--- src/sv/cpmm_pkg.sv ---
// ----------------------------------------------------------------------------
// cpmm_pkg
// shared types, pattern table and helpers for the caseless pattern matcher
// ----------------------------------------------------------------------------
package cpmm_pkg;

    localparam int BYTE_W      = 8;
    localparam int PAT_NUM     = 8;
    localparam int PAT_MAX_LEN = 12;
    localparam int CAT_W       = 6;
    localparam int OUT_W       = 16;

    // pattern text, right-justified, first character in the highest used byte
    localparam logic [PAT_MAX_LEN*BYTE_W-1:0] PAT_TEXT [PAT_NUM] = '{
        "union select",
        "<script>",
        "../",
        "wget",
        "curl",
        "cmd=",
        ".env",
        "phpmyadmin"
    };

    localparam int PAT_LEN [PAT_NUM] = '{12, 8, 3, 4, 4, 4, 4, 10};

    localparam logic [CAT_W-1:0] CAT_SQLI      = 6'b000001;
    localparam logic [CAT_W-1:0] CAT_XSS       = 6'b000010;
    localparam logic [CAT_W-1:0] CAT_TRAVERSAL = 6'b000100;
    localparam logic [CAT_W-1:0] CAT_RECON     = 6'b001000;
    localparam logic [CAT_W-1:0] CAT_SENSITIVE = 6'b010000;
    localparam logic [CAT_W-1:0] CAT_ADMIN     = 6'b100000;

    localparam logic [CAT_W-1:0] PAT_CAT [PAT_NUM] = '{
        CAT_SQLI, CAT_XSS, CAT_TRAVERSAL, CAT_RECON,
        CAT_RECON, CAT_RECON, CAT_SENSITIVE, CAT_ADMIN
    };

    typedef struct packed {
        logic shift;
        logic clear;
    } cpmm_cell_ctrl_t;

    function automatic logic [BYTE_W-1:0] fold_lower(input logic [BYTE_W-1:0] c);
        logic [BYTE_W-1:0] r;
        r = c;
        if (c >= 8'h41 && c <= 8'h5A)
        begin
            r = c + 8'h20;
        end
        return r;
    endfunction

    function automatic logic [CAT_W-1:0] cat_of(input logic [PAT_NUM-1:0] rules);
        logic [CAT_W-1:0] cats;
        cats = '0;
        for (int k = 0; k < PAT_NUM; k++)
        begin
            if (rules[k])
            begin
                cats = cats | PAT_CAT[k];
            end
        end
        return cats;
    endfunction

endpackage

--- src/sv/caseless_multi_pattern_matcher_unit.sv ---
// ----------------------------------------------------------------------------
// caseless_multi_pattern_matcher_unit
// case-folding multi-pattern substring matcher over a byte stream
// result: registered, valid in the cycle after the last item of a string is taken
// throughput: one item per cycle, set by the one-byte shift, unless output stalls
// reset: window bytes, hit mask and output valid all clear asynchronously
// ----------------------------------------------------------------------------
module caseless_multi_pattern_matcher_unit
    import cpmm_pkg::*;
#(
    parameter int PATTERN_COUNT = 8,
    parameter int WINDOW_LENGTH = 12
)
(
    input  logic             clk,
    input  logic             rst_n,
    input  logic             s_axis_tvalid,
    output logic             s_axis_tready,
    input  logic [7:0]       s_axis_tdata,   // data_byte
    input  logic             s_axis_tlast,   // end_of_string
    output logic             m_axis_tvalid,
    input  logic             m_axis_tready,
    output logic [OUT_W-1:0] m_axis_tdata    // rule_hits, category_hits, any_hit, pad
);

    logic                            in_acc;
    cpmm_cell_ctrl_t                 cell_ctrl;
    logic [WINDOW_LENGTH*BYTE_W-1:0] wnd;
    logic [PAT_NUM-1:0]              match;
    logic [PAT_NUM-1:0]              hits_now;

    logic [PAT_NUM-1:0] sticky_reg;
    logic [PAT_NUM-1:0] sticky_next;
    logic               out_valid_reg;
    logic               out_valid_next;
    logic [OUT_W-1:0]   out_data_reg;
    logic [OUT_W-1:0]   out_data_next;

    assign s_axis_tready   = !out_valid_reg || m_axis_tready;
    assign in_acc          = s_axis_tvalid && s_axis_tready;
    assign cell_ctrl.shift = in_acc;
    assign cell_ctrl.clear = s_axis_tlast;

    // newest byte enters at the top of the window
    assign wnd[(WINDOW_LENGTH-1)*BYTE_W +: BYTE_W] = fold_lower(s_axis_tdata);

    generate
        for (genvar i = 0; i < WINDOW_LENGTH - 1; i++)
        begin : g_cell
            cpmm_cell u_cell (
                .clk  (clk),
                .rst_n(rst_n),
                .ctrl (cell_ctrl),
                .din  (wnd[(i+1)*BYTE_W +: BYTE_W]),
                .dout (wnd[i*BYTE_W +: BYTE_W])
            );
        end

        for (genvar k = 0; k < PAT_NUM; k++)
        begin : g_pat
            if (k < PATTERN_COUNT)
            begin : g_used
                cpmm_pattern #(
                    .WINDOW_LENGTH(WINDOW_LENGTH),
                    .K            (k)
                ) u_pat (
                    .wnd(wnd),
                    .hit(match[k])
                );
            end
            else
            begin : g_unused
                assign match[k] = 1'b0;
            end
        end
    endgenerate

    assign hits_now = sticky_reg | match;

    always_comb
    begin
        sticky_next    = sticky_reg;
        out_valid_next = out_valid_reg;
        out_data_next  = out_data_reg;
        if (m_axis_tready)
        begin
            out_valid_next = 1'b0;
        end
        if (in_acc)
        begin
            if (s_axis_tlast)
            begin
                sticky_next    = '0;
                out_valid_next = 1'b1;
                out_data_next  = {1'b0, (hits_now != '0), cat_of(hits_now), hits_now};
            end
            else
            begin
                sticky_next = hits_now;
            end
        end
    end

    always_ff @(posedge clk or negedge rst_n)
    begin
        if (!rst_n)
        begin
            sticky_reg    <= '0;
            out_valid_reg <= 1'b0;
        end
        else
        begin
            sticky_reg    <= sticky_next;
            out_valid_reg <= out_valid_next;
        end
    end

    always_ff @(posedge clk)
    begin
        out_data_reg <= out_data_next;
    end

    assign m_axis_tvalid = out_valid_reg;
    assign m_axis_tdata  = out_data_reg;

    a_last_clears: assert property (@(posedge clk) disable iff (!rst_n)
        (in_acc && s_axis_tlast) |=> (sticky_reg == '0 && out_valid_reg))
        else $error("hit mask not cleared or result missing after last item");

    a_any_hit: assert property (@(posedge clk) disable iff (!rst_n)
        out_valid_reg |-> (out_data_reg[14] == (out_data_reg[7:0] != '0)))
        else $error("any_hit disagrees with rule_hits");

    a_cat_map: assert property (@(posedge clk) disable iff (!rst_n)
        out_valid_reg |-> (out_data_reg[13:8] == cat_of(out_data_reg[7:0])))
        else $error("category_hits disagrees with rule_hits");

    a_no_drop: assert property (@(posedge clk) disable iff (!rst_n)
        (out_valid_reg && !m_axis_tready) |-> !s_axis_tready)
        else $error("input taken while result is stalled");

endmodule

--- src/sv/cpmm_cell.sv ---
// ----------------------------------------------------------------------------
// cpmm_cell
// one byte of the window chain, takes its neighbor's byte on each item, or zero on the last item of a string
// ----------------------------------------------------------------------------
module cpmm_cell
    import cpmm_pkg::*;
(
    input  logic              clk,
    input  logic              rst_n,
    input  cpmm_cell_ctrl_t   ctrl,
    input  logic [BYTE_W-1:0] din,
    output logic [BYTE_W-1:0] dout
);

    logic [BYTE_W-1:0] byte_reg;
    logic [BYTE_W-1:0] byte_next;

    always_comb
    begin
        byte_next = byte_reg;
        if (ctrl.shift)
        begin
            byte_next = ctrl.clear ? '0 : din;
        end
    end

    always_ff @(posedge clk or negedge rst_n)
    begin
        if (!rst_n)
        begin
            byte_reg <= '0;
        end
        else
        begin
            byte_reg <= byte_next;
        end
    end

    assign dout = byte_reg;

endmodule

--- src/sv/cpmm_pattern.sv ---
// ----------------------------------------------------------------------------
// cpmm_pattern
// compares the tail of the window against one fixed pattern
// ----------------------------------------------------------------------------
module cpmm_pattern
    import cpmm_pkg::*;
#(
    parameter int WINDOW_LENGTH = 12,
    parameter int K             = 0
)
(
    input  logic [WINDOW_LENGTH*BYTE_W-1:0] wnd,
    output logic                            hit
);

    localparam int LEN = PAT_LEN[K];

    generate
        if (LEN > 0 && LEN <= WINDOW_LENGTH)
        begin : g_cmp
            logic [LEN-1:0] eq;
            for (genvar j = 0; j < LEN; j++)
            begin : g_ch
                assign eq[j] = (wnd[(WINDOW_LENGTH-LEN+j)*BYTE_W +: BYTE_W]
                                == PAT_TEXT[K][(LEN-1-j)*BYTE_W +: BYTE_W]);
            end
            assign hit = &eq;
        end
        else
        begin : g_none
            assign hit = 1'b0;
        end
    endgenerate

endmodule
--- config.mk ---
export PLATFORM = sky130hd
export DESIGN_NAME = caseless_multi_pattern_matcher_unit
export DESIGN_NICKNAME = d
export VERILOG_FILES = /design/src/sv/cpmm_pkg.sv /design/src/sv/caseless_multi_pattern_matcher_unit.sv /design/src/sv/cpmm_cell.sv /design/src/sv/cpmm_pattern.sv
export SDC_FILE = /design/constraint.sdc
export NUM_CORES = 1
export LEC_CHECK = 0
export CORE_MARGIN = 5
export CORE_UTILIZATION = 56
export CTS_CLUSTER_DIAMETER = 100
export DETAILED_ROUTE_END_ITERATION = 8
export DONT_BUFFER_PORTS = 1
export PLACE_DENSITY = 0.71
export SKIP_LAST_GASP = 1
export SYNTH_ARGS = -nofsm -noshare
export SYNTH_HDL_FRONTEND = slang
export SYNTH_HIERARCHICAL = 1
export SYNTH_SLANG_ARGS = --single-unit
--- constraint.sdc ---
create_clock -name clk -period 4.6 [get_ports clk]
set_clock_uncertainty 0.2 [all_clocks]
set_input_delay 1.15 -clock clk [delete_from_list [all_inputs] [get_ports clk]]
set_output_delay 1.15 -clock clk [all_outputs]
set_load 0.005 [all_outputs]
# --- Yosys cells after proc, flatten, opt, wreduce, memory -nomap -nowiden ---
# Cells that the tools add are included.
classes:
  n_addsub: 1
  n_lt_le_gt_ge: 2
  n_eq_ne: 45
  muxes: 23
  n_bitwise: 1
  n_reduce_logical: 14
op_table:
  columns: ["cell", "count"]
  rows:
  - ["$eq A8 B7 Y1 const B", 37]
  - ["$mux W8", 13]
  - ["$eq A8 B6 Y1 const B", 8]
  - ["$reduce_and A4 Y1", 4]
  - ["$mux W4", 3]
  - ["$reduce_and A12 Y1", 1]
  - ["$reduce_and A10 Y1", 1]
  - ["$add A8 B6 Y8 const B", 1]
  - ["$ge A8 B7 Y1 const B", 1]
  - ["$le A8 B7 Y1 const B", 1]
  - ["$or A8 B8 Y8", 1]
  - ["$reduce_and A8 Y1", 1]
  - ["$reduce_bool A8 Y1", 1]
  - ["$mux W5", 1]
  - ["$mux W1", 4]
  - ["$mux W3", 1]
  - ["$reduce_and A3 Y1", 1]
  - ["$logic_and A1 B1 Y1", 2]
  - ["$mux W2", 1]
  - ["$reduce_and A2 Y1", 1]
  - ["$logic_not A1 Y1", 1]
  - ["$logic_or A1 B1 Y1", 1]
word_totals:
  regBits: 112
  inputBits: 13
  out_inout_bits: 18
  word_cells: 101

# --- Depth between registers and ports, before layout ---
# Gate-level depths: netlist of the first run.
depth:
  word_depth: 13
  depth_mapped: 10
  ltp_nobuf: 10

# --- Modules after synthesis ---
# The synthesis of the first run kept the hierarchy.
modules_own_cells:
  columns: ["mod", "instances", "cells_per_inst", "area_per_inst_um2", "seq_area_each_um2"]
  rows:
  - ["cpmm_cell", 11, 33, 341.6, 200.2]
  - ["caseless_multi_pattern_matcher_unit", 1, 77, 879.6, 555.5]
  - ["cpmm_pattern (g_pat[0].g_used.u_pat)", 1, 34, 296.5, 0.0]
  - ["cpmm_pattern (g_pat[7].g_used.u_pat)", 1, 31, 230.2, 0.0]
  - ["cpmm_pattern (g_pat[1].g_used.u_pat)", 1, 21, 215.2, 0.0]
  - ["cpmm_pattern (g_pat[4].g_used.u_pat)", 1, 12, 110.1, 0.0]
  - ["cpmm_pattern (g_pat[3].g_used.u_pat)", 1, 11, 107.6, 0.0]
  - ["cpmm_pattern (g_pat[6].g_used.u_pat)", 1, 11, 103.8, 0.0]
  - ["cpmm_pattern (g_pat[5].g_used.u_pat)", 1, 11, 102.6, 0.0]
  - ["cpmm_pattern (g_pat[2].g_used.u_pat)", 1, 9, 75.1, 0.0]

# --- Least setup slack after synthesis of the first run ---
# Ideal clock, no wire load.
synth_path:
  path_kind: "input port to flip-flop"
  start: "in s_axis_tdata[2]"
  end: "reg out_data_reg[14], in the netlist m_axis_tdata[14] (data pin)"
  setup_ps: 129
  arrival_time_ps: 3538
  required_time_ps: 4271
  path_slack_ps: 733
  path_stages: 9
  n_path_buf: 0
  path_cell_list: "or4_1 o221ai_1 o21bai_1 or4b_1 or4_1 nor4_2 or2_2 or3_1 or4_1"
synth_via:
  elab_chain_len: 7
  word_cells_on_any_way: 22
  classes_between: "1 x add/sub; 2 x order compare; 7 x eq/ne; 1 x mux; 1 x bitwise; 10 x reduce/logical"
synth_rtl:
  columns: ["element", "line_no", "source"]
  rows:
  - ["start: declaration", "caseless_multi_pattern_matcher_unit.sv:19", "input logic [7:0] s_axis_tdata,"]
  - ["$ge A8 B7 Y1 or $le A8 B7 Y1 (tied branches)", "cpmm_pkg.sv:47", "if (c >= 8'h41 && c <= 8'h5A)"]
  - ["$logic_and A1 B1 Y1", "cpmm_pkg.sv:47", null]
  - ["$mux W8 (*)", "cpmm_pkg.sv:47", null]
  - ["named net wnd[95]", "caseless_multi_pattern_matcher_unit.sv:28", "logic [WINDOW_LENGTH*BYTE_W-1:0] wnd;"]
  - ["$eq A8 B7 Y1 (*)", "cpmm_pattern.sv:25", "== PAT_TEXT[K][(LEN-1-j)*BYTE_W +: BYTE_W]);"]
  - ["$reduce_and A10 Y1 (*)", "cpmm_pattern.sv:27", "assign hit = &eq;"]
  - ["named net match[7]", "caseless_multi_pattern_matcher_unit.sv:29", "logic [PAT_NUM-1:0] match;"]
  - ["$or A8 B8 Y8 (*)", "caseless_multi_pattern_matcher_unit.sv:78", "assign hits_now = sticky_reg | match;"]
  - ["named net hits_now[7]", "caseless_multi_pattern_matcher_unit.sv:30", "logic [PAT_NUM-1:0] hits_now;"]
  - ["$reduce_bool A8 Y1 (*)", "caseless_multi_pattern_matcher_unit.sv:95", "out_data_next = {1'b0, (hits_now != '0), cat_of(hits_now), hits_now};"]
  - ["end signal: assignment", "caseless_multi_pattern_matcher_unit.sv:120", "out_data_reg <= out_data_next;"]
  - ["end: declaration", "caseless_multi_pattern_matcher_unit.sv:36", "logic [OUT_W-1:0] out_data_reg;"]
# Mark *: on every way through the listed nets, which the timed path passes. The rest lies on a longest branch.
# A chain may end at the register's enable or synchronous reset.

# --- Worst setup path after layout of the first run ---
layout_path:
  start: "in s_axis_tdata[2]"
  end: "reg out_data_reg[14], in the netlist m_axis_tdata[14] (data pin)"
layout_via:
  elab_chain_len: 7
  word_cells_on_any_way: 22
  classes_between: "1 x add/sub; 2 x order compare; 7 x eq/ne; 1 x mux; 1 x bitwise; 10 x reduce/logical"
layout_rtl:
  columns: ["element", "line_no"]
  rows:
  - ["$ge A8 B7 Y1 or $le A8 B7 Y1 (tied branches)", "cpmm_pkg.sv:47"]
  - ["$logic_and A1 B1 Y1", "cpmm_pkg.sv:47"]
  - ["$mux W8 (*)", "cpmm_pkg.sv:47"]
  - ["named net wnd[95]", "caseless_multi_pattern_matcher_unit.sv:28"]
  - ["$eq A8 B7 Y1 (*)", "cpmm_pattern.sv:25"]
  - ["$reduce_and A12 Y1 (*)", "cpmm_pattern.sv:27"]
  - ["named net match[0]", "caseless_multi_pattern_matcher_unit.sv:29"]
  - ["$or A8 B8 Y8 (*)", "caseless_multi_pattern_matcher_unit.sv:78"]
  - ["named net hits_now[0]", "caseless_multi_pattern_matcher_unit.sv:30"]
  - ["$reduce_bool A8 Y1 (*)", "caseless_multi_pattern_matcher_unit.sv:95"]
# Marks and branches as above.

==> results by stage, run 1 <==
STA:
- The final count of pins violating max slew is 0.
- Headroom to the max-slew limit came out at 52.8%.
- The number of endpoints with negative hold slack in the final report came to 0.
- The time the worst path needs with I/O delays and setup is 3810 ps.
- The maximum frequency from static timing analysis is roughly 0.26 GHz.
- The number of setup violations in the final report is 0.
- For the pin with the worst max-slew slack, the measured transition is slightly above 700 ps.
- The worst hold slack is 260 ps.
- Setup repair after global routing left no endpoint under its margin.
- The final period utilization is about 83%.
- For the final routed database, the setup TNS stands at 0 ps.

Floorplanning:
- The die is about 110 µm tall.
- The floorplan step set the die width to ~110 µm.
- In this run the count of I/O pins placed on the die edge is 31.
- The core region area is slightly above 0.01 mm².
- The total number of placement rows is 37.
- For this configuration, the core starts out at a cell density of between 50% and 60%.
- The die covers 0.0126 mm².

Synth:
- Synthesis inferred about 110 register bits.
- The synthesized netlist devotes between 9 and 10% of its cell area to compound gates.
- The mean area per synthesized cell is 10.1 µm².
- Synthesis produced a netlist whose cell count is just under 600.
- The number of warnings printed during yosys synthesis is 6.
- In the synthesized netlist the dominant register cell turns out to be sky130_fd_sc_hd__dfrtp_1.
- The xor/xnor cell area share of the yosys netlist is 0%.
- The number of nets produced by synthesis is 594.
- Counting flops with a built-in enable in the synthesized netlist gives 11.
- Of the total synthesized cell area, the portion taken by AND, OR, NAND and NOR gates is approximately a third.
- The fraction of synthesized area in multiplexers is 0%.
- Summing every instance area after synthesis gives roughly 0.006 mm².
- Summing the areas of all fa, ha and maj instances in the mapped netlist gives less than 1% of the synthesized area.
- The sequential share of the synthesized area is a little under half.
- Counting distinct cell types in the post-synthesis netlist gives 44.
- The main combinational cell family by area after synthesis is simple AND/OR/NAND/NOR gates.
- After synthesis, the share of flip-flops with an asynchronous set or reset is ~90%.

Routing:
- After detailed routing, the number of remaining DRC violations is 0.
- The final antenna-violating net count is 0.
- The final layout contains routed wiring with a total length of about 14000 µm.
- The first TritonRoute pass finished after 4 iterations.
- The first-iteration detailed-routing DRC count is between 400 and 500.
- Detailed routing inserted a total of about 4500 vias.
- Dividing the detail-routed wire length by the instance count gives ~20 µm.
- The average vias per placed instance is 6.27.

Cells and area:
- The most frequent standard cell in the layout excluding fill and tap cells is sky130_fd_sc_hd__dfrtp_1.
- In the final layout, the share of cells above drive strength 1 is 6.93%.
- The final-stage net count is 588.
- The library cells used most frequently in the layout, excluding fill and tap cells, are 97 x sky130_fd_sc_hd__dfrtp_1, 91 x sky130_fd_sc_hd__inv_1, 89 x sky130_fd_sc_hd__nand3b_1, 45 x sky130_fd_sc_hd__o21ai_1, 44 x sky130_fd_sc_hd__o21ai_0.
- From synthesis to final layout, the design area changed by 3.30%.
- The number of antenna diodes in the final layout is 0.
- The register with the most flip-flops in the layout has between 80 and 90 of them.

Job:
- The max capacitance violation total is 0.

CTS:
- The count of instances resized after the clock tree is built is 0.
- The clock passes through at most 2 buffers.
- After clock tree synthesis, the setup repair step added 0 buffers.
- The tree is rooted in a sky130_fd_sc_hd__clkbuf_8.
- The clock insertion delay at the later pin of the skew report is 380 ps.
- Clock tree synthesis found a total of between 100 and 150 sinks.
- The total of hold buffers inserted after clock tree synthesis is 0.
- The number of buffers added by the clock tree synthesis step is 9.
- TritonCTS built the clock tree.
- The clock-pin slew on the worst setup and hold paths is about 90 ps.
- The depth of the CTS H-tree is 3.

Place:
- The global placer's final weighted congestion is 0.884.
- The HPWL after detailed placement is roughly 9300 µm.
- The number of port buffers is 0.

GRT:
- The number of antenna violations at the first check in global routing is 0.
- The global-route total usage across every layer is 23.6%.
- For this run the aggregate overflow at the end of global routing stands at 0.
- The first-pass GRT wire length is approximately 24000 µm.
- The number of global-route vias before repair came to ~4300.
- Entering global routing, the biggest net connects between 90 and 100 pins.

Worst setup path:
- The kind of capture point of the worst setup path is a register.
- The slack of the worst reg-to-reg path is 2000 ps.
- The worst register-to-register path begins at g_cell[10].u_cell/dout[3].
- In this run the worst path has a maximum fanout of 11.
- Data on the critical path arrives at its endpoint at roughly 3900 ps.
- The worst setup path is launched from an input pin.
- The worst setup path is of the input pin to register kind.
- Data on the critical path is required at its endpoint by approximately 4700 ps.
- The start point of the critical path is s_axis_tdata[2].

Status:
- The run finished with clean final reports.

Power:
- Net switching is 25.9% of the power.
- Summed over all nets, the switching power comes to 0.448 mW.
- The share of total power dissipated in the clock network is between 30% and 40%.
- The part of the total power dissipated in sequential elements is 61.9%.
- The peak supply drop is between 0.2 and 0.25 mV.
- The leakage power is between 2 and 2.5 nW.
- The part of the total power dissipated in combinational logic is around 7.3%.
- The power density normalized to cell area is 284 mW/mm².
- The internal power of the cells totals 1.28 mW.

Hold path:
- The worst min-delay path category is input pin to async pin.
==> logic make-up (layout without fill, tap and decap cells) <==
kind of cell / count (synthesis) / in the layout
flip-flops: 108 / 108
other: 1 / 1
buffers and inverters: 110 / 107
AND/OR/NAND/NOR: 257 / 257
adder cells (fa/ha/maj): 1 / 1
AO/OA/AOI/OAI: 103 / 103
==> cell type report <==
type | instances | area (µm²)
clock buffer | 12 | 156
timing repair buffer | 2 | 27.5
fill | 915 | 4210
sequential | 108 | 2760
inverter | 91 | 342
multi-input combinational | 362 | 2610
clock inverter | 2 | 10.0
tap | 136 | 170
==> critical path, stage by stage <==
cell,delay [ps]
sky130_fd_sc_hd__or4_1,550
sky130_fd_sc_hd__o221ai_1,250
sky130_fd_sc_hd__o21bai_1,240
sky130_fd_sc_hd__and4bb_1,330
sky130_fd_sc_hd__nand4_1,100
sky130_fd_sc_hd__or4_1,570
sky130_fd_sc_hd__nor4_2,390
sky130_fd_sc_hd__or2_2,200
sky130_fd_sc_hd__or4_1,90
==> through the flow <==
stage                     instance area [µm²]  util, %  setup slack, ps  power [mW]  instances
after detailed placement                 5910     57.5              468        1.21        699
after global placement                   5910     57.5              540        1.20        699
after floorplan                          5880        -              733        1.18        580
after global routing                     6070     59.1              686        1.81        713
after CTS                                6070     59.1              870        1.75        713
final                                    6070     59.1              786        1.73        713
==> per-layer routing <==
layer | wire length [µm] | up-vias | track usage (%) | share of wire (%)
met4 | 313 | 0 | 7.37 | 2.2
met1 | 6610 | 2179 | 34.8 | 46
met3 | 1060 | 26 | 6.63 | 7.4
li1 | - | 2106 | - | -
met5 | 0 | - | 0 | 0
met2 | 6270 | 159 | 33.7 | 44
==> power by group through the flow <==
stage               clock network (mW)  registers (mW)  logic, mW
floorplan                            0            1.05      0.124
global placement                     0            1.08      0.122
detailed placement                   0            1.08      0.126
CTS                              0.555            1.06      0.126
global route                     0.593            1.07      0.141
finish                           0.533            1.07      0.126
==> cell usage after synthesis, types with 5 or more instances <==
cell type	instances	area [µm²]
sky130_fd_sc_hd__nand4_1	21	131
sky130_fd_sc_hd__o21ai_0	44	220
sky130_fd_sc_hd__and4bb_1	7	87.6
sky130_fd_sc_hd__and4bb_2	7	87.6
sky130_fd_sc_hd__nand3b_1	89	668
sky130_fd_sc_hd__nor4bb_1	31	310
sky130_fd_sc_hd__nor4b_1	7	61.3
sky130_fd_sc_hd__nand2_1	10	37.5
sky130_fd_sc_hd__inv_1	91	342
sky130_fd_sc_hd__nor2_1	17	63.8
sky130_fd_sc_hd__buf_6	11	124
sky130_fd_sc_hd__buf_4	5	37.5
sky130_fd_sc_hd__o21ai_1	45	225
sky130_fd_sc_hd__nand4b_1	14	123
sky130_fd_sc_hd__nor4_2	7	87.6
sky130_fd_sc_hd__nor4_1	5	31.3
sky130_fd_sc_hd__and4b_1	10	100
sky130_fd_sc_hd__dfrtp_1	97	2430
sky130_fd_sc_hd__edfxtp_1	11	330
sky130_fd_sc_hd__a31oi_1	7	43.8
==> final timing paths <==
path	to	cells after the start
max in group asynchronous	g_cell[7].u_cell/dout[1]	0
max reg2reg	m_axis_tdata[14]	7
max	m_axis_tdata[14]	9
min reg2reg	sticky_reg[7]	2
min in group clk	sticky_reg[7]	2
min	sticky_reg[0]	0
Note: power is estimated with default switching activity, not from simulation.
==> inputs of run 2 (changes only) <==
- clock period: 4.6 -> 3.9 ns (I/O delays scaled with it)
==> results by stage, run 2 (same netlist as run 1, synthesis figures left out) <==
Status:
- The run finished with clean final reports.

CTS:
- The clock tree buffer depth is 2 (unchanged).
- The clock-pin slew on the worst setup and hold paths was 110 ps (+20 ps).
- The depth of the CTS H-tree is 3 (unchanged).
- The number of buffers inserted to repair setup after CTS is 0 (unchanged).
- The clock insertion delay at the later pin of the skew report was 390 ps (about the same).
- The total of hold buffers inserted after clock tree synthesis is 0 (unchanged).
- The clock sink total is 108 (unchanged).
- The library cell used as clock root buffer is sky130_fd_sc_hd__clkbuf_8.
- The clock tree from TritonCTS is built.
- The number of buffers added by the clock tree synthesis step is 9 (unchanged).
- The count of instances resized after the clock tree is built is 0 (unchanged).

Worst setup path:
- The largest fanout on the critical path is 11 (unchanged).
- The largest delay contributor family on the critical path is simple AND/OR/NAND/NOR gates.
- The worst setup path is of the input pin to register kind.
- The critical path goes through or4_1, o221ai_1, o21bai_1, or4b_1, or4_1, nor4_2, or2_2, or3_1, or4_1.
- The required time of the critical path is 3960 ps (-700 ps).
- The most numerous cell on the critical path is sky130_fd_sc_hd__or4_1.
- STA classifies the critical path startpoint as an input pin.
- The critical path data arrival time was 3660 ps (-210 ps).
- The kind of capture point of the worst setup path is a register.
- The highest-delay cell along the critical path is sky130_fd_sc_hd__or4_1.
- The slack of the worst reg-to-reg path is 1210 ps (-790 ps).
- The worst reg2reg path startpoint is g_cell[10].u_cell/dout[3].
- The largest incremental delay on the critical path is 540 ps (-30 ps).
- The count of cells along the worst register-to-register path is 7 (unchanged).
- The buffer and inverter count on the worst path is 0 (unchanged).
- The terminus of the critical flop-to-flop path is m_axis_tdata[14].

Routing:
- The first-iteration detailed-routing DRC count is 473 (-4.8%).
- The final antenna-violating net count was 0 (unchanged).
- The post-detailed-routing wire length is 14700 µm (+2.8%).
- The via total after detailed routing came to 4490 (+0.45%).
- The number of detailed-routing iterations run before antenna repair is 5 (+1).
- The residual DRC count is 0 (unchanged).
- The average vias per placed instance is 6.24 (-0.39%).
- The per-cell routed wire length was 20.4 µm (+2.0%).

Place:
- The number of port buffers is 0 (unchanged).
- The global placer's final weighted congestion is 0.827 (-6.4%).
- The setup slack after placement came to -53.3 ps (-521 ps).
- The standard cell area after detailed placement is 0.00594 mm² (+0.51%).
- The detailed placement HPWL is 9770 µm (+4.6%).

STA:
- The minimum setup slack in the final design is 302 ps (-484 ps).
- The transition time at the pin with the least slew margin came to 705 ps (-2.85 ps).
- The worst hold slack came to 68.4 ps (-192 ps).
- The final count of pins violating max slew was 0 (unchanged).
- The maximum frequency from static timing analysis is approximately 0.28 GHz.
- The sum of negative setup slack is 0 ps (unchanged).
- The relative max-transition margin is 53.0% (+0.19 points).
- After layout, the worst path uses slightly above 90% of the clock period.
- The number of endpoints with negative hold slack in the final report is 0 (unchanged).
- The time the worst path needs with I/O delays and setup is approximately 3600 ps.
- The number of setup violations in the final report is 0 (unchanged).
- Setup repair after global routing left no endpoint under its margin.

Power:
- The overall power of the completed layout was 2.14 mW (+24%).
- The power density normalized to cell area came to 349 mW/mm² (+23%).
- The peak supply drop is 0.348 mV (+51%).
- The leakage power is 2.30 nW (+1.6%).

Cells and area:
- The library cell used most frequently in the layout, excluding fill and tap cells, is sky130_fd_sc_hd__dfrtp_1.
- The number of antenna cells inserted is 0 (unchanged).
- The relative area change from synthesis to final layout is 4.56%.
- The share of layout cells above drive strength 1 is 8.06% (+1.1 points).
- The number of flip-flops in the largest register was 88 (unchanged).
- The area of all sequential standard cells came to 0.00276 mm² (unchanged).
- The area of the multi-input gates is 0.00261 mm² (unchanged).
- The final-stage net count is 592 (+0.68%).
- Leaving out fill and tap cells, the most frequent cells in the layout are 97 x sky130_fd_sc_hd__dfrtp_1, 91 x sky130_fd_sc_hd__inv_1, 89 x sky130_fd_sc_hd__nand3b_1, 45 x sky130_fd_sc_hd__o21ai_1, 44 x sky130_fd_sc_hd__o21ai_0.
- The post-layout instance area was 0.00615 mm² (+1.2%).
- The filler cell count in the final layout is 901 (-1.5%).

GRT:
- The number of global-route vias before repair was 4228 (-2.8%).
- The number of antenna violations at the first check in global routing is 0 (unchanged).
- The global route total overflow is 0 (unchanged).
- The first-pass GRT wire length is 23900 µm (+0.55%).
- The maximum number of pins on one net before global-route repair is 98 (unchanged).
- The global-route total usage across every layer is 24.1% (+0.48 points).

Floorplanning:
- The x dimension of the die is 112 µm (unchanged).
- The total number of placement rows is 37 (unchanged).
- The number of top-level pins came to 31 (unchanged).
- The area enclosed by the die boundary is 0.0126 mm² (unchanged).
- The core region area was 0.0103 mm² (unchanged).
- The die height is 112 µm (unchanged).
- The effective utilization at floorplan is 57.2% (unchanged).

Job:
- The max capacitance violation total came to 0 (unchanged).

Hold path:
- The worst min-delay path category is input pin to async pin.
==> run 2: cell types whose count changed in the layout (fill, tap and decap cells not counted) <==
| cell | change |
|---|---|
| sky130_fd_sc_hd__clkbuf_16 | -1 |
| sky130_fd_sc_hd__bufinv_16 | +1 |
| sky130_fd_sc_hd__buf_4 | +4 |
| sky130_fd_sc_hd__clkbuf_1 | -1 |
| sky130_fd_sc_hd__inv_8 | +1 |
| sky130_fd_sc_hd__clkbuf_8 | +2 |
| sky130_fd_sc_hd__clkinvlp_4 | +1 |
| sky130_fd_sc_hd__clkinv_2 | -2 |
| sky130_fd_sc_hd__inv_4 | +1 |
==> run 2: worst max-delay path by stage <==
stage                    start               end  depth (start not counted)
6_report       s_axis_tdata[2]  m_axis_tdata[14]                          9
4_1_cts        s_axis_tdata[2]  m_axis_tdata[14]                          9
2_1_floorplan  s_axis_tdata[2]  m_axis_tdata[14]                          9
3_5_place_dp   s_axis_tdata[2]  m_axis_tdata[14]                          9
3_3_place_gp   s_axis_tdata[2]  m_axis_tdata[14]                          9
5_1_grt        s_axis_tdata[2]  m_axis_tdata[14]                          9
==> run 2: worst reg2reg max path: stages, from the launching register on <==
cell and delay [ps]:
sky130_fd_sc_hd__dfrtp_1 600, sky130_fd_sc_hd__nor4bb_1 340, sky130_fd_sc_hd__nand4_1 190, sky130_fd_sc_hd__or4_1 570
sky130_fd_sc_hd__nor4_2 270, sky130_fd_sc_hd__or2_2 200, sky130_fd_sc_hd__or3_1 100, sky130_fd_sc_hd__or4_1 90
==> run 2: layout make-up <==
cell class	instances	area share [%]
flip-flops and latches	108	44.9
multi-input cells	362	42.4
well taps	136	2.77
repair buffers	6	0.936
clock inverters	4	0.896
inverters	91	5.56
clock buffers	12	2.52
==> run 2: routing by layer <==
layer / up-vias / track usage, % / part of all wire [%]
met2: 124 / 35.0 / 44
met4: 0 / 6.65 / 1.9
met5: - / 0 / 0
li1: 2122 / - / -
met3: 27 / 6.09 / 6.7
met1: 2217 / 35.8 / 47
==> run 2: per-stage QoR <==
step	util, %	std cells
floorplan	-	580
global placement	57.8	703
detailed placement	57.8	703
CTS	59.8	719
global route	59.8	719
finish	59.8	719
==> run 2: power breakdown <==
part / leakage, nW / switching [mW] / internal (mW)
sequential: 1.45 / 0.0898 / 1.17
combinational: 0.750 / 0.0762 / 0.0785
clock: 0.105 / 0.391 / 0.337
==> inputs of run 3 (changes only) <==
- CTS_BUF_LIST: not set -> sky130_fd_sc_hd__clkbuf_16
- REMOVE_ABC_BUFFERS: not set -> 1
==> results by stage, run 3 (same netlist as run 1, synthesis figures left out) <==
Routing:
- The number of detailed-routing iterations run before antenna repair came to 5 (unchanged).
- The via total after detailed routing is 4504 (+0.31%).
- The average vias per placed instance is 6.27 (+0.45%).
- The uppermost signal routing layer after detailed routing is met4.
- The detailed-route wire length on metal 1 is 6740 µm (-2.0%).
- The final antenna-violating net count was 0 (unchanged).
- The first-iteration detailed-routing DRC count is 547 (+16%).
- The wire length on met3 was 692 µm (-30%).
- The residual DRC count came to 0 (unchanged).
- The per-cell routed wire length is 20.4 µm (-0.16%).
- The met2 wirelength from detailed routing came to 6820 µm (+4.7%).
- The post-detailed-routing wire length is 14600 µm (-0.30%).

Cells and area:
- The relative area change from synthesis to final layout is 6.07%.
- The share of layout cells above drive strength 1 is 7.73% (-0.33 points).
- The number of antenna cells inserted is 0 (unchanged).
- The most frequent standard cell in the layout excluding fill and tap cells is sky130_fd_sc_hd__dfrtp_1.
- The library cells used most frequently in the layout, excluding fill and tap cells, are 97 x sky130_fd_sc_hd__dfrtp_1, 93 x sky130_fd_sc_hd__inv_1, 89 x sky130_fd_sc_hd__nand3b_1, 45 x sky130_fd_sc_hd__o21ai_1, 44 x sky130_fd_sc_hd__o21ai_0.
- The number of flip-flops in the largest register is 88 (unchanged).
- The final-stage net count came to 591 (-0.17%).

Place:
- The detailed placement HPWL is 9520 µm (-2.5%).
- The number of port buffers was 0 (unchanged).
- The setup slack after placement is -0.810 ps (+52.5 ps).
- The global placer's final weighted congestion was 0.879 (+6.3%).

CTS:
- The library cell used as clock root buffer is sky130_fd_sc_hd__clkbuf_16.
- The count of instances resized after the clock tree is built is 0 (unchanged).
- The depth of the CTS H-tree is 3 (unchanged).
- The number of buffers inserted to repair setup after CTS is 0 (unchanged).
- The number of buffers added by the clock tree synthesis step is 9 (unchanged).
- The clock insertion delay at the later pin of the skew report was 360 ps (-30 ps).
- The clock tree buffer depth is 2 (unchanged).
- The clock-pin slew on the worst setup and hold paths is 70 ps (-40 ps).
- The clock tree from TritonCTS is built.
- The clock sink total is 108 (unchanged).
- The total of hold buffers inserted after clock tree synthesis is 0 (unchanged).

Floorplanning:
- The area enclosed by the die boundary is 0.0126 mm² (unchanged).
- The die height is 112 µm (unchanged).
- The effective utilization at floorplan came to 57.2% (unchanged).
- The x dimension of the die came to 112 µm (unchanged).
- The total number of placement rows is 37 (unchanged).
- The number of top-level pins is 31 (unchanged).
- The core region area came to 0.0103 mm² (unchanged).

Worst setup path:
- The required time of the critical path is 3930 ps (-30 ps).
- The largest fanout on the critical path is 11 (unchanged).
- The sort of element at the start of the critical path is an input pin.
- The kind of critical path is input pin to register.
- The count of cells along the worst register-to-register path is 7 (unchanged).
- The critical path data arrival time came to 3590 ps (-70 ps).
- STA classifies the critical path endpoint as a register.
- In this run the critical register-to-register path is launched from g_cell[9].u_cell/dout[5].
- In this run the worst setup path begins at s_axis_tdata[2].

STA:
- The time the worst path needs with I/O delays and setup came to 3560 ps (-34.9 ps).
- The relative max-transition margin is 52.8% (-0.20 points).
- The transition time at the pin with the least slew margin is 708 ps (+3.04 ps).
- The final count of pins violating max slew is 0 (unchanged).
- The final period utilization is 91.4% (-0.90 points).
- The worst hold slack is 103 ps (+34.9 ps).
- The maximum frequency from static timing analysis came to 0.281 GHz (+0.98%).
- The minimum setup slack in the final design came to 337 ps (+34.9 ps).
- The number of endpoints with negative hold slack in the final report is 0 (unchanged).
- The number of setup violations in the final report is 0 (unchanged).
- Setup repair after global routing left no endpoint under its margin.

Power:
- The peak supply drop is 0.298 mV (-14%).
- The power density normalized to cell area came to 374 mW/mm² (+7.2%).
- The leakage power is 2.35 nW (+2.0%).

GRT:
- The global-route total usage across every layer is 23.8% (-0.21 points).
- The global route total overflow is 0 (unchanged).
- The number of antenna violations at the first check in global routing is 0 (unchanged).
- The first-pass GRT wire length came to 24000 µm (+0.20%).
- The maximum number of pins on one net before global-route repair was 102 (+4.1%).
- The number of global-route vias before repair came to 4355 (+3.0%).

Status:
- The run finished with clean final reports.

Hold path:
- The worst min-delay path category is input pin to async pin.

Job:
- The max capacitance violation total was 0 (unchanged).
==> run 3: layout make-up <==
class	count	area, µm²
clock inverters	7	68.8
well taps	136	170
multi-input cells	362	2610
fillers	883	4040
repair buffers	5	62.6
clock buffers	9	225
flip-flops and latches	108	2760
inverters	91	342
==> run 3: path summary, 6_finish.rpt <==
check	end	slack [ps]
min in group clk	sticky_reg[4]	300
max reg2reg	m_axis_tdata[14]	1280
min	sticky_reg[2]	100
min reg2reg	sticky_reg[4]	300
max in group asynchronous	g_cell[8].u_cell/dout[5]	3220
max	m_axis_tdata[14]	340
==> run 3: worst max-delay path, cell delays in order <==
cell	delay [ps]
sky130_fd_sc_hd__or4_1	540
sky130_fd_sc_hd__o221ai_1	250
sky130_fd_sc_hd__o21bai_1	160
sky130_fd_sc_hd__or4b_1	520
sky130_fd_sc_hd__or4_1	530
sky130_fd_sc_hd__nor4_2	250
sky130_fd_sc_hd__or2_2	190
sky130_fd_sc_hd__or3_1	90
sky130_fd_sc_hd__or4_1	80
==> run 3: per-stage QoR <==
stage	setup TNS, ps	instances	total power, mW	area, µm²	utilization, %
after CTS	0	718	2.35	6230	60.7
after detailed placement	-0.810	702	1.43	5940	57.8
after global routing	0	718	2.42	6230	60.7
final	0	718	2.33	6230	60.7
after global placement	0	702	1.43	5940	57.8
after floorplan	-78570	561	1.36	5710	-
==> run 3: power by group <==
part	total, mW	internal, mW	leakage, nW	switching (mW)
Clock	0.915	0.498	0.153	0.417
Sequential	1.26	1.17	1.45	0.0890
Combinational	0.156	0.0794	0.749	0.0768
==> run 3: layer usage <==
layer | vias up | track usage, %
met2 | 119 | 36.4
met4 | 0 | 7.69
met5 | - | 0
li1 | 2110 | -
met1 | 2250 | 33.4
met3 | 25 | 6.20
